`src/rtl/core/sitd_pkg.sv`:
```
// ----------------------------------------------------------------------------
// sitd_pkg: shared types and constants for the signed integer to ascii block
// Character codes, BCD geometry, the sequencer state type and digit helpers.
// ----------------------------------------------------------------------------
package sitd_pkg;

    // input and output widths
    localparam int VALUE_W   = 32;
    localparam int CHAR_W    = 8;

    // bcd geometry: ten digits cover the full 32-bit unsigned magnitude
    localparam int NUM_DIGITS = 10;
    localparam int DIGIT_W    = 4;
    localparam int BCD_W      = NUM_DIGITS * DIGIT_W;
    localparam int IDX_W      = $clog2(NUM_DIGITS);
    localparam int CNT_W      = $clog2(VALUE_W);

    // ascii codes
    localparam logic [CHAR_W-1:0] CHAR_ZERO  = 8'h30;
    localparam logic [CHAR_W-1:0] CHAR_MINUS = 8'h2D;

    // shift-add-3 correction
    localparam logic [DIGIT_W-1:0] ADJ_LIMIT = 4'd5;
    localparam logic [DIGIT_W-1:0] ADJ_ADD   = 4'd3;

    // top level sequencer
    typedef enum logic [1:0] {
        ST_IDLE,
        ST_CONV,
        ST_EMIT
    } t_state;

    // pick one digit out of the packed bcd word
    function automatic logic [DIGIT_W-1:0] get_digit(input logic [BCD_W-1:0] bcd,
                                                     input logic [IDX_W-1:0] idx);
        logic [DIGIT_W-1:0] d;
        d = '0;
        for (int i = 0; i < NUM_DIGITS; i++) begin
            if (idx == IDX_W'(i)) begin
                d = bcd[i*DIGIT_W +: DIGIT_W];
            end
        end
        return d;
    endfunction

    // index of the most significant nonzero digit, zero when all digits are zero
    function automatic logic [IDX_W-1:0] lead_digit(input logic [BCD_W-1:0] bcd);
        logic [IDX_W-1:0] idx;
        idx = '0;
        for (int i = 0; i < NUM_DIGITS; i++) begin
            if (bcd[i*DIGIT_W +: DIGIT_W] != '0) begin
                idx = IDX_W'(i);
            end
        end
        return idx;
    endfunction

endpackage

```
`src/rtl/core/sitd_bcd.sv`:
```
// ----------------------------------------------------------------------------
// sitd_bcd: iterative binary to bcd converter
// Shift-add-3 over one magnitude bit per cycle, across all 32 magnitude bits.
// ----------------------------------------------------------------------------
module sitd_bcd (
    input  logic                          i_clk,
    input  logic                          i_rst_n,
    input  logic                          i_start,
    input  logic [sitd_pkg::VALUE_W-1:0]  i_mag,
    output logic                          o_done,
    output logic [sitd_pkg::BCD_W-1:0]    o_bcd
);
    import sitd_pkg::*;

    logic [VALUE_W-1:0] r_shift, n_shift;
    logic [BCD_W-1:0]   r_bcd, n_bcd;
    logic [CNT_W-1:0]   r_cnt, n_cnt;
    logic               r_busy, n_busy;
    logic               r_done, n_done;
    logic [BCD_W-1:0]   adj;

    // add 3 to every digit of 5 or more before the shift
    always_comb begin
        for (int i = 0; i < NUM_DIGITS; i++) begin
            if (r_bcd[i*DIGIT_W +: DIGIT_W] >= ADJ_LIMIT) begin
                adj[i*DIGIT_W +: DIGIT_W] = r_bcd[i*DIGIT_W +: DIGIT_W] + ADJ_ADD;
            end else begin
                adj[i*DIGIT_W +: DIGIT_W] = r_bcd[i*DIGIT_W +: DIGIT_W];
            end
        end
    end

    // iteration control
    always_comb begin
        n_shift = r_shift;
        n_bcd   = r_bcd;
        n_cnt   = r_cnt;
        n_busy  = r_busy;
        n_done  = 1'b0;
        if (i_start) begin
            n_shift = i_mag;
            n_bcd   = '0;
            n_cnt   = '0;
            n_busy  = 1'b1;
        end else if (r_busy) begin
            n_bcd   = {adj[BCD_W-2:0], r_shift[VALUE_W-1]};
            n_shift = {r_shift[VALUE_W-2:0], 1'b0};
            n_cnt   = r_cnt + 1'b1;
            if (r_cnt == CNT_W'(VALUE_W - 1)) begin
                n_busy = 1'b0;
                n_done = 1'b1;
            end
        end
    end

    // control state
    always_ff @(posedge i_clk) begin
        if (!i_rst_n) begin
            r_busy <= 1'b0;
            r_done <= 1'b0;
            r_cnt  <= '0;
        end else begin
            r_busy <= n_busy;
            r_done <= n_done;
            r_cnt  <= n_cnt;
        end
    end

    // datapath
    always_ff @(posedge i_clk) begin
        r_shift <= n_shift;
        r_bcd   <= n_bcd;
    end

    assign o_done = r_done;
    assign o_bcd  = r_bcd;

endmodule

```
`src/rtl/core/signed_int_to_decimal_ascii_top.sv`:
```
// ----------------------------------------------------------------------------
// signed_int_to_decimal_ascii_top: signed 32-bit integer to decimal ascii text
// Emits an optional minus sign and the digits, most significant first.
// ----------------------------------------------------------------------------
// sequence: after the input transfer the bcd unit runs its shift-add-3
//   iterations and registers done, then the sequencer enters emission
// output: n = 1..11 characters per item, one per cycle when the output is ready;
//   a new item is taken only after the last character of the one before
// reset: synchronous active low, clears the sequencer and the bcd unit control
module signed_int_to_decimal_ascii_top (
    input  logic                i_clk,
    input  logic                i_rst_n,
    // input stream
    input  logic                i_s_tvalid,
    output logic                o_s_tready,
    input  logic signed [31:0]  i_s_tdata,   // [31:0] value
    // output stream
    output logic                o_m_tvalid,
    input  logic                i_m_tready,
    output logic [7:0]          o_m_tdata,   // [7:0] ascii_char
    output logic                o_m_tlast    // last_char
);
    import sitd_pkg::*;

    t_state             r_state, n_state;
    logic               r_neg, n_neg;
    logic               r_sign, n_sign;
    logic [IDX_W-1:0]   r_idx, n_idx;
    logic               start;
    logic               done;
    logic [VALUE_W-1:0] mag;
    logic [BCD_W-1:0]   bcd;
    logic               out_xfer;

    // magnitude as a full unsigned value
    assign mag = i_s_tdata[VALUE_W-1] ? (VALUE_W'(0) - VALUE_W'(i_s_tdata))
                                      : VALUE_W'(i_s_tdata);

    sitd_bcd u_bcd (
        .i_clk   (i_clk),
        .i_rst_n (i_rst_n),
        .i_start (start),
        .i_mag   (mag),
        .o_done  (done),
        .o_bcd   (bcd)
    );

    // handshake outputs
    assign o_s_tready = (r_state == ST_IDLE);
    assign o_m_tvalid = (r_state == ST_EMIT);
    assign start      = i_s_tvalid && o_s_tready;
    assign out_xfer   = o_m_tvalid && i_m_tready;

    // current character
    always_comb begin
        if (r_sign) begin
            o_m_tdata = CHAR_MINUS;
            o_m_tlast = 1'b0;
        end else begin
            o_m_tdata = CHAR_ZERO + {{(CHAR_W-DIGIT_W){1'b0}}, get_digit(bcd, r_idx)};
            o_m_tlast = (r_idx == '0);
        end
    end

    // sequencer next state
    always_comb begin
        n_state = r_state;
        n_neg   = r_neg;
        n_sign  = r_sign;
        n_idx   = r_idx;
        unique case (r_state)
            ST_IDLE: begin
                if (start) begin
                    n_neg   = i_s_tdata[VALUE_W-1];
                    n_state = ST_CONV;
                end
            end
            ST_CONV: begin
                if (done) begin
                    n_idx   = lead_digit(bcd);
                    n_sign  = r_neg;
                    n_state = ST_EMIT;
                end
            end
            ST_EMIT: begin
                if (out_xfer) begin
                    if (r_sign) begin
                        n_sign = 1'b0;
                    end else if (r_idx == '0) begin
                        n_state = ST_IDLE;
                    end else begin
                        n_idx = r_idx - 1'b1;
                    end
                end
            end
            default: n_state = ST_IDLE;
        endcase
    end

    // sequencer state
    always_ff @(posedge i_clk) begin
        if (!i_rst_n) begin
            r_state <= ST_IDLE;
            r_sign  <= 1'b0;
            r_idx   <= '0;
        end else begin
            r_state <= n_state;
            r_sign  <= n_sign;
            r_idx   <= n_idx;
        end
    end

    // sign of the item in flight
    always_ff @(posedge i_clk) begin
        r_neg <= n_neg;
    end

endmodule
```
`config.mk`:
```
export PLATFORM = sky130hd
export DESIGN_NAME = signed_int_to_decimal_ascii_top
export DESIGN_NICKNAME = d
export VERILOG_FILES = /design/src/rtl/core/sitd_pkg.sv /design/src/rtl/core/sitd_bcd.sv /design/src/rtl/core/signed_int_to_decimal_ascii_top.sv
export SDC_FILE = /design/constraint.sdc
export NUM_CORES = 1
export LEC_CHECK = 0
export BUFFER_PORTS_ARGS = -buffer_cell sky130_fd_sc_hd__buf_4
export CORE_MARGIN = 2
export CORE_UTILIZATION = 61
export DETAILED_ROUTE_END_ITERATION = 7
export GPL_TIMING_DRIVEN = 0
export PLACE_DENSITY_LB_ADDON = 0.25
export SETUP_SLACK_MARGIN = 0.15
export SKIP_LAST_GASP = 1
export SLEW_MARGIN = 20
export SYNTH_ARGS = -nofsm -noshare
export SYNTH_HDL_FRONTEND = slang
export SYNTH_SLANG_ARGS = --single-unit
```
`constraint.sdc`:
```
create_clock -name i_clk -period 2.8 [get_ports i_clk]
set_input_delay 0.14 -clock i_clk [delete_from_list [all_inputs] [get_ports i_clk]]
set_output_delay 0.14 -clock i_clk [all_outputs]
set_load 0.01 [all_outputs]
```
# --- Word level (Yosys, flattened, before mapping) ---
# Index checks and enable logic that the tools add are counted.
word_totals:
  input_bits: 36
  ramBits: 0
  word_cells: 127
  latch_bits: 0
  romBits: 0
  n_memories: 0
  register_bits: 87
op_classes:
  magnitude_cmp: 10
  reduce_logical: 21
  n_div: 0
  n_shift: 0
  addsub: 14
  eq_ne: 18
  mul: 0
  bitwise: 2
  n_mux: 53
op_table:
  columns: ["cell", "count"]
  rows:
  - ["$mux W4", 32]
  - ["$mux W32", 3]
  - ["$ge A4 B3 Y1 const B", 10]
  - ["$add A4 B2 Y4 const B", 9]
  - ["$reduce_bool A4 Y1", 9]
  - ["$sub A1 B32 Y32 const A", 1]
  - ["$eq A4 B3 Y1 const B", 4]
  - ["$mux W2", 5]
  - ["$reduce_and A5 Y1", 2]
  - ["$eq A4 B2 Y1 const B", 2]
  - ["$eq A4 B4 Y1 const B", 2]
  - ["$mux W1", 8]
  - ["$ne A2 B1 Y1 const B", 4]
  - ["$pmux W4 S2", 1]
  - ["$add A6 B4 Y7 const A", 1]
  - ["$mux W7", 1]
  - ["$pmux W2 S3", 1]
  - ["$add A5 B1 Y5 const B", 1]
  - ["$eq A5 B5 Y1 const B", 1]
  - ["$eq A4 B1 Y1 const B", 1]
  - ["$logic_not A4 Y1", 1]
  - ["$ne A2 B2 Y1 const B", 2]
  - ["$reduce_bool A2 Y1", 2]
  - ["$sub A4 B1 Y4 const B", 1]
  - ["12 further kinds", 14]

# --- Longest topological paths before layout ---
# Gate-level depths: netlist of the first run.
logic_depth:
  ltp_word: 14
  ltp_mapped: 9
  ltp_nobuf: 7

# --- Modules after synthesis ---
# A second synthesis of the first run with hierarchy kept.
unflattened:
  cells_unflattened: 653
  hier_area_um2: 5871.9
modules_own_cells:
  columns: ["module", "cells_each", "area_each_um2", "n_inst"]
  rows:
  - ["sitd_bcd", 394, 4072.7, 1]
  - ["signed_int_to_decimal_ascii_top", 259, 1799.2, 1]

# --- Worst setup path after synthesis of the first run ---
# OpenSTA, ideal clock, no wires.
synth_timing:
  path_type: "reg-to-reg"
  from: "register u_bcd.r_busy"
  to: "register u_bcd.r_shift[0], enable pin"
  arrival_time_ns: 1.707
  required_ns: 2.406
  path_buffers: 2
  setup_slack_ns: 0.699
  path_stages_with_launch: 4
  setup_time_ns: 0.394
  path_cell_list: "dfxtp_1 -> clkbuf_1 -> clkbuf_1 -> nand2b_1"
synth_between:
  elab_chain_len: 1
synth_rtl:
  columns: ["element", "line_no", "text"]
  rows:
  - ["from (decl)", "sitd_bcd.sv:18", "logic r_busy, n_busy;"]
  - ["from (signal assigned)", "sitd_bcd.sv:63", "r_busy <= n_busy;"]
  - ["$reduce_bool A2 Y1 (no source line)", null, null]
  - ["to (signal assigned)", "sitd_bcd.sv:71", "r_shift <= n_shift;"]
  - ["to (decl)", "sitd_bcd.sv:15", "logic [VALUE_W-1:0] r_shift, n_shift;"]
# Every way passes these cells.
# A chain may end at the register's enable or synchronous reset.

# --- Worst setup path in the final report of the first run ---
layout_timing:
  from: "register r_idx[1]"
  to: "output o_m_tdata[2]"
layout_between:
  elab_chain_len: 14
layout_rtl:
  columns: ["element", "line_no", "text"]
  rows:
  - ["from (decl)", "signed_int_to_decimal_ascii_top.sv:28", "logic [IDX_W-1:0] r_idx, n_idx;"]
  - ["from (signal assigned)", "signed_int_to_decimal_ascii_top.sv:109", "r_idx <= n_idx;"]
  - ["$logic_not A4 Y1", "sitd_pkg.sv:39", "if (idx == IDX_W'(i)) begin"]
  - ["$mux W4 (9 in a row)", "sitd_pkg.sv:39", null]
  - ["$mux W4 *", "sitd_pkg.sv:39", null]
  - ["$mux W4 *", "signed_int_to_decimal_ascii_top.sv:56", "if (r_sign) begin"]
  - ["$add A6 B4 Y7 *", "signed_int_to_decimal_ascii_top.sv:60", "o_m_tdata = CHAR_ZERO + {{(CHAR_W-DIGIT_W){1'b0}}, get_digit(bcd, r_idx)};"]
  - ["$mux W7 *", "signed_int_to_decimal_ascii_top.sv:56", null]
  - ["to (decl)", "signed_int_to_decimal_ascii_top.sv:20", "output logic [7:0] o_m_tdata,"]
# Every way passes the cells marked *; elsewhere a longest branch is shown, timed or not. The select of a mux whose other input is x is not followed.

==> qor_table.md, run 1 <==
| Quantity | Reported |
|---|---|
| Run status | completed |
| Critical path endpoint category | output port |
| Clock tree from TritonCTS | done |
| Design internal power | 0.001900 W |
| Met2 layer wire length in the routed design | 6865 um |
| Netlist cell types | 55 |
| Final sum of negative setup slack | 0 ps |
| Maximum fanout encountered on the critical timing path | 10 |
| Count of yosys warnings during synthesis | 0 |
| Maximum ir drop on the vdd rail | 0.2740 mV |
| Number of global-route vias before repair | 4871 |
| Vias after detailed routing | 4987 |
| Number of antenna violations at the first check in global routing | 0 |
| Start-to-end type of the worst setup path | flop to output port |
| Final wirelength | 13770 um |
| Share of the synthesized area in the top cell type | 19.49% |
| Post-Place Cells | 810 |
| Synth top cells by count | 84 x sky130_fd_sc_hd__nand2_1, 55 x sky130_fd_sc_hd__o21ai_0, 54 x sky130_fd_sc_hd__dfxtp_1 |
| Slack of the critical path | 307.5 ps |
| Endpoint arrival time on the critical path | 2350 ps |
| Total DRC errors in the routed layout | 0 |
| Placeable core area | 0.008763 sq mm |
| Category of cells accounting for the largest share of critical-path delay | simple AND/OR/NAND/NOR gates |
| Setup Slack @ Placement | 417.4 ps |
| Total power draw | 0.002637 W |
| Share of the cycle needed by the critical path after routing | 89.02% |
| Input/output buffers | 43 |
| Class of the most critical hold timing path | input port to flop |
| Number of flip-flops and latches in the synthesized netlist | 87 |
| Final cell count without fillers | 826 |
| Cell with the most instances after synthesis | sky130_fd_sc_hd__nand2_1 |
| Slowest stage cell on the critical path | sky130_fd_sc_hd__or4_1 |
| Cell depth of the worst min-delay path | 1 |
| Worst Clk Skew | 11.68 ps |
| Number of sinks on the clock net | 87 |
| Global-route congestion overflow total | 0 |
| Final critical path time including I/O delays and setup | 2492 ps |
| Share of total power in the clock network | 31.7% |
| Area grow syn2layout | 11.78% |
| Met1 wire length | 5758 um |
| Per-cell via count in the routed design | 6.038 |
| Leakage component of the power | 2.376 nW |
| GP Congestion | 0.9579 |
| Buffering stage count on the worst path with inverters included | 3 |
| Worst slew pin tran | 978.2 ps |
| Vertical die dimension | 99.36 um |
| Total number of placement rows | 34 |
| Pin count of the biggest net entering global routing | 33 |
| Number of cells on the worst reg-to-reg path | 8 |
| Later-pin clock latency in the skew report | 360 ps |
| Top sig layer | met4 |
| Share of cells above drive strength 1 | 11.14% |
| Number of buffers added to fix hold violations after cts | 0 |
| Net switching share of the total power | 27.93% |
| Routed length per placed instance | 16.67 um |
| Total setup violations reported at the end of the flow | 0 |
| Total power divided by cell area | 425.3 mW/mm^2 |
| Clk buf depth | 2 |
| Total stage count of the critical path | 9 |
| Number of maximum-capacitance constraint violations | 0 |
| Relative slew slack | 34.79% |
| Post-layout util | 70.75% |
| Total count of max-transition violations in the final report | 0 |
| Die width | 99.36 um |
| Clock transition at the register clock pins on the worst setup and hold paths after CTS | 90 ps |
| Global-route wire length before repair | 23260 um |
| Number of instances in the synthesized netlist | 658 |
| Total count of hold-check failures in the final report | 0 |
| Post-synth design cell area | 0.005547 sq mm |
| Post-synth EDFFs | 33 |
| Initial core utilization | 63.29% |
| Root buffer cell | sky130_fd_sc_hd__clkbuf_8 |
| Half-perimeter wire length after detailed placement | 10290 um |
| Fraction of the yosys area taken by sequential cells | 37.36% |
| Most used cell along the critical path | sky130_fd_sc_hd__a21oi_1 |
| Net count of the finished layout | 776 |
| P_sw | 0.0007364 W |
| ANT nets after route | 0 |
| Nature of the critical path startpoint | flop |
| Total clock buffers created by CTS | 9 |
| Synth Area per Inst | 8.429 sq um |
| Area of the die | 0.009871 sq mm |
| Clock H-tree levels | 3 |
| Maximum achievable frequency | 0.4012 GHz |
| Total iterations of the first detailed-routing run | 5 |
| Comb pwr share | 13.9% |
| Top cells by area, synth | sky130_fd_sc_hd__dfxtp_1 19%, sky130_fd_sc_hd__edfxtp_1 18%, sky130_fd_sc_hd__ha_1 6.1% |
| RSZ-0062 raised after global routing | false |
| Most area-hungry cell type in the Yosys netlist | sky130_fd_sc_hd__dfxtp_1 |
| Antenna Cells | 0 |
| Share of synthesized registers carrying an async set or reset | 0% |
| List of cells traversed by the critical path | inv_1 -> ha_1 -> clkbuf_2 -> nand2_1 -> a21oi_1 -> a21oi_1 -> nor3_1 -> or4_1 -> buf_4 |
| DR WL met3 | 752 um |
| Count of filler cells inserted in the layout | 707 |
| Global-route usage over all layers | 29.14% |
| Register share of total power | 54.4% |
| Commonest register cell after synthesis | sky130_fd_sc_hd__dfxtp_1 |
| Setup Buffers After CTS | 0 |
| Slowest Stage Delay on Critical Path | 490 ps |
| Violation count after the first detailed-routing iteration | 295 |
| Critical Path RT | 2660 ps |
| I/O pin cnt | 47 |
[kinds of logic (layout without fill, tap and decap cells)]
| logic type | after synthesis | in the layout | synth area share, % |
|---|---|---|---|
| AND/OR/NAND/NOR | 232 | 232 | 20.98 |
| AO/OA/AOI/OAI | 177 | 177 | 19.76 |
| flip-flops | 87 | 87 | 37.36 |
| buffers and inverters | 66 | 125 | 4.737 |
| XOR/XNOR | 51 | 51 | 8.053 |
| adder cells (fa/ha/maj) | 27 | 27 | 6.091 |
| multiplexers | 16 | 16 | 2.887 |
| other | 2 | 3 | 0.1354 |
[cells in the final DEF, fill, tap and decap left out, drive strengths merged, types with 3 or more instances in the layout]
cell	count
nor3b	5
buf	52
a32oi	4
dfxtp	54
nor4	3
inv	35
xor2	30
o21ai	63
o211ai	12
a211oi	3
nand4	3
nand3b	4
xnor2	21
nand2b	34
or3	5
a21o	9
o31ai	12
a21oi	49
and2	3
o41ai	8
clkbuf	35
ha	27
nor2	40
nor2b	5
edfxtp	33
nand3	26
nand2	84
nor3	7
nand4b	5
mux2i	16
a22oi	3
conb	3
[path summary, 6_finish.rpt]
check	startpoint	to	slack [ps]
worst max-delay path	r_idx[1]	o_m_tdata[2]	310
worst min register to register	u_bcd.o_done	r_state[0]	470
worst min-delay path	i_s_tdata[31]	r_neg	20
worst max register to register	r_idx[0]	r_idx[0]	410
[sequential cells by signal, summed over array words and instances (netlist names)]
name,flops
u_bcd.o_bcd,40
u_bcd.r_shift,32
u_bcd.r_cnt,5
r_idx,4
r_state,2
r_neg,1
r_sign,1
u_bcd.o_done,1
u_bcd.r_busy,1
[power by group through the flow]
stage	Combinational [W]	Sequential (W)	Clock, W
finish	0.000366	0.00143	0.000837
global route	0.000405	0.00144	0.000889
CTS	0.000364	0.00143	0.000845
detailed placement	0.000363	0.00146	0
global placement	0.000349	0.00146	0
floorplan	0.000222	0.00145	0
[layout make-up]
class / instances / area [sq um] / share of cell area (%)
Buffer: 34 / 150.1 / 2.422
Multi-Input combinational cell: 506 / 3221 / 51.95
Sequential cell: 87 / 2072 / 33.42
Tap cell: 108 / 135.1 / 2.180
Timing Repair Buffer: 43 / 322.8 / 5.207
Inverter: 32 / 120.1 / 1.937
Clock buffer: 10 / 137.6 / 2.220
Clock inverter: 6 / 41.29 / 0.6660
[metrics by stage]
step	instance area [sq um]	hold slack, ps
finish	6200	21.28
global route	6200	30.15
CTS	6191	14.83
detailed placement	6011	376.0
global placement	6008	375.0
floorplan	5550	238.9
[layer usage]
layer,global-route usage (%),vias to the layer above
li1,-,2428
met1,36.67,2346
met2,49.69,176
met3,4.076,37
met4,13.38,0
met5,0,-
[repair_timing]
item	4_1_cts	5_1_grt
endpoints found under the hold margin	0	0
gates resized for setup	1	11
setup endpoints to repair	1	4
No activity file was read; power rests on OpenSTA's default activity.
==> inputs of run 2 (changes only) <==
--- a/config.mk
+++ b/config.mk
@@ -5,6 +5,7 @@
 export SDC_FILE = /design/constraint.sdc
 export NUM_CORES = 1
 export LEC_CHECK = 0
+export ABC_AREA = 1
 export BUFFER_PORTS_ARGS = -buffer_cell sky130_fd_sc_hd__buf_4
 export CORE_MARGIN = 2
 export CORE_UTILIZATION = 61
@@ -17,3 +18,4 @@
 export SYNTH_ARGS = -nofsm -noshare
 export SYNTH_HDL_FRONTEND = slang
 export SYNTH_SLANG_ARGS = --single-unit
+export TNS_END_PERCENT = 100
==> run 2 against run 1 <==
Synthesized cell count grew 23%; sequential share of layout area decreased by 0.99 points; register-to-register slack improved by 100 ps; routed wire length grew 4.3%; critical endpoint is now o_m_tdata[1]; die area up 3.0%; global-route usage up 0.10 points; largest power group unchanged; critical path depth up 4; clock power up 10%; design area up 3.1%; total power grew 12%.
==> qor_table.md, run 2 <==
| Quantity | Reported | Change |
|---|---|---|
| Worst slew pin tran | 927.0 ps | -51.15 ps |
| Post-layout util | 69.82% | -0.93 points |
| Category of cells accounting for the largest share of critical-path delay | simple AND/OR/NAND/NOR gates |  |
| Synth top cells by count | 190 x sky130_fd_sc_hd__nand2_1, 116 x sky130_fd_sc_hd__inv_1, 77 x sky130_fd_sc_hd__o21ai_0 |  |
| Clock transition at the register clock pins on the worst setup and hold paths after CTS | 100 ps | about the same |
| Total count of max-transition violations in the final report | 0 | unchanged |
| Maximum achievable frequency | 0.3955 GHz | -1.4% |
| Number of maximum-capacitance constraint violations | 0 | unchanged |
| Synth Area per Inst | 7.090 sq um | -16% |
| Most area-hungry cell type in the Yosys netlist | sky130_fd_sc_hd__dfxtp_1 |  |
| Final hold slack | 18.84 ps | -2.445 ps |
| Endpoint arrival time on the critical path | 2390 ps | +40 ps |
| Area of all placed cells without fillers | 0.006390 sq mm | +3.1% |
| Number of buffers added to fix hold violations after cts | 0 | unchanged |
| Global-route wire length before repair | 23810 um | +2.4% |
| Commonest cells after routing, fill and taps aside | 190 x sky130_fd_sc_hd__nand2_1, 116 x sky130_fd_sc_hd__inv_1, 77 x sky130_fd_sc_hd__o21ai_0, 55 x sky130_fd_sc_hd__nor2_1 |  |
| Start-to-end type of the worst setup path | flop to output port |  |
| Total DRC errors in the routed layout | 0 | unchanged |
| Violation count after the first detailed-routing iteration | 380 | +29% |
| Number of instances in the synthesized netlist | 807 | +23% |
| List of cells traversed by the critical path | inv_1 -> ha_1 -> nand2_2 -> nor2_1 -> nand3_1 -> nand3_1 -> nand2_1 -> nand3b_1 -> nand2_1 -> nand2_1 -> nand2_1 -> a21oi_1 -> buf_4 |  |
| Commonest register cell after synthesis | sky130_fd_sc_hd__dfxtp_1 |  |
| Initial core utilization | 62.52% | -0.78 points |
| Global-route congestion overflow total | 0 | unchanged |
| Critical Path RT | 2660 ps | about the same |
| Pin count of the biggest net entering global routing | 42 | +27% |
| Later-pin clock latency in the skew report | 360 ps | about the same |
| Clock H-tree levels | 3 | unchanged |
| Clock tree from TritonCTS | done |  |
| Setup Buffers After CTS | 0 | unchanged |
| P_sw | 0.0009092 W | +23% |
| Die width | 100.9 um | +1.5% |
| Post-synth design cell area | 0.005722 sq mm | +3.2% |
| Minimum setup slack among reg-to-reg paths | 510 ps | +100 ps |
| Total iterations of the first detailed-routing run | 5 | unchanged |
| Leakage component of the power | 2.775 nW | +17% |
| Input/output buffers | 43 | unchanged |
| Vias after detailed routing | 5555 | +11% |
| Count of yosys warnings during synthesis | 0 | unchanged |
| GP Congestion | 0.9271 | -3.2% |
| Routed length per placed instance | 14.69 um | -12% |
| Net count of the finished layout | 925 | +19% |
| Total power divided by cell area | 462.5 mW/mm^2 | +8.8% |
| Netlist cell types | 44 | -20% |
| Number of global-route vias before repair | 5327 | +9.4% |
| Fraction of the yosys area taken by sequential cells | 36.21% | -1.1 points |
| Run status | completed |  |
| Area grow syn2layout | 11.68% | about the same |
| Share of synthesized registers carrying an async set or reset | 0% | unchanged |
| Slowest stage cell on the critical path | sky130_fd_sc_hd__dfxtp_1 |  |
| Cell with the most instances after synthesis | sky130_fd_sc_hd__nand2_1 |  |
| Class of the most critical hold timing path | input port to flop |  |
| Slowest Stage Delay on Critical Path | 380 ps | -110 ps |
| Final sum of negative setup slack | 0 ps | unchanged |
| Maximum ir drop on the vdd rail | 0.2698 mV | -1.5% |
| ANT nets after route | 0 | unchanged |
| Share of total power in the clock network | 31.2% | -0.5 points |
| Critical path endpoint category | output port |  |
| Global-route usage over all layers | 29.24% | +0.10 points |
| Total number of placement rows | 35 | +2.9% |
| Buffering stage count on the worst path with inverters included | 2 | -1 |
| Net switching share of the total power | 30.76% | +2.8 points |
| Half-perimeter wire length after detailed placement | 10700 um | +4.0% |
| Per-cell via count in the routed design | 5.680 | -5.9% |
| Nature of the critical path startpoint | flop |  |
| Top cells by area, synth | sky130_fd_sc_hd__dfxtp_1 19%, sky130_fd_sc_hd__edfxtp_1 17%, sky130_fd_sc_hd__nand2_1 12% |  |
| Final wirelength | 14370 um | +4.3% |
| Design internal power | 0.002046 W | +7.7% |
| Share of the cycle needed by the critical path after routing | 90.31% | +1.3 points |
| Placeable core area | 0.009153 sq mm | +4.4% |
| Root buffer cell | sky130_fd_sc_hd__clkbuf_8 |  |
| Maximum fanout encountered on the critical timing path | 6 | -4 |
| Worst Clk Skew | 14.71 ps | +3.029 ps |
| Max reg flops | 40 | unchanged |
| Total clock buffers created by CTS | 9 | unchanged |
| Area of the die | 0.01017 sq mm | +3.0% |
| Register share of total power | 49.6% | -4.8 points |
| Number of antenna violations at the first check in global routing | 0 | unchanged |
| Total setup violations reported at the end of the flow | 0 | unchanged |
| Total power draw | 0.002956 W | +12% |
| Number of flip-flops and latches in the synthesized netlist | 87 | unchanged |
| Antenna Cells | 0 | unchanged |
| Relative slew slack | 38.20% | +3.4 points |
| Post-synth EDFFs | 33 | unchanged |
| RSZ-0062 raised after global routing | false |  |
| Vertical die dimension | 100.9 um | +1.5% |
| Share of cells above drive strength 1 | 12.00% | +0.85 points |
| Number of sinks on the clock net | 87 | unchanged |
| Comb pwr share | 19.2% | +5.3 points |
| Area of placed instances | 0.006187 sq mm | +2.9% |
| Share of the synthesized area in the top cell type | 18.89% | -0.60 points |
| I/O pin cnt | 47 | unchanged |
| Most frequent standard cell in the layout excluding fill and tap cells | sky130_fd_sc_hd__nand2_1 |  |
| Most used cell along the critical path | sky130_fd_sc_hd__nand2_1 |  |
| Total count of hold-check failures in the final report | 0 | unchanged |
| Number of resized instances in the post-cts repair step | 0 | -1 |
| Final critical path time including I/O delays and setup | 2529 ps | +36.09 ps |
| Clk buf depth | 2 | unchanged |
-- run 2: per-stage QoR --
stage | worst slack, ps | cells
after global routing | 186.0 | 978
after floorplan | 992.5 | 808
after global placement | 626.3 | 962
after CTS | 310.4 | 978
final | 271.4 | 978
after detailed placement | 534.2 | 962
-- run 2: path summary, 6_finish.rpt --
kind	startpoint	to	cells past startpoint
worst max register to register	r_state[0]	u_bcd.r_shift[14]	6
worst max-delay path	r_idx[0]	o_m_tdata[1]	13
worst min-delay path	i_rst_n	r_state[1]	3
worst min register to register	u_bcd.r_cnt[4]	u_bcd.r_cnt[4]	2
-- run 2: power groups by stage --
| stage | Sequential [W] | Clock, W | Combinational [W] |
|---|---|---|---|
| finish | 0.00147 | 0.000923 | 0.000566 |
| global route | 0.00148 | 0.000973 | 0.000631 |
| CTS | 0.00147 | 0.000927 | 0.000559 |
| detailed placement | 0.00149 | 0 | 0.000558 |
| global placement | 0.00149 | 0 | 0.000540 |
| floorplan | 0.00148 | 0 | 0.000357 |
-- run 2: cells by family after synthesis --
group,synth area share [%]
xor+xnor,3.827
compound gates,17.32
buf+inv,10.21
fa+ha+maj,5.904
flops,36.21
simple gates,26.39
other cells,0.1313
-- run 2: metal layers --
| layer | up-vias | global-route usage, % | wire, um |
|---|---|---|---|
| li1 | 2769 | - | - |
| met1 | 2534 | 36.56 | 6104 |
| met2 | 219 | 50.97 | 6957 |
| met4 | 0 | 13.17 | 395 |
| met5 | - | 0 | 0 |
| met3 | 33 | 2.843 | 913 |
-- run 2: worst register-to-register path: stages (launching register included) --
cell	delay (ps)
sky130_fd_sc_hd__dfxtp_1	340
sky130_fd_sc_hd__nor2_1	230
sky130_fd_sc_hd__nand2_1	200
sky130_fd_sc_hd__inv_2	150
sky130_fd_sc_hd__nor2_2	100
sky130_fd_sc_hd__inv_2	130
sky130_fd_sc_hd__buf_2	740
-- run 2: area by class of cell --
type,count,area (sq um)
buffer,23,118.9
clock buffer,9,123.9
clock inverter,7,78.83
fill,740,2763
inverter,124,465.4
multi-input combinational,574,3069
sequential,87,2072
tap,111,138.9
timing repair buffer,43,322.8
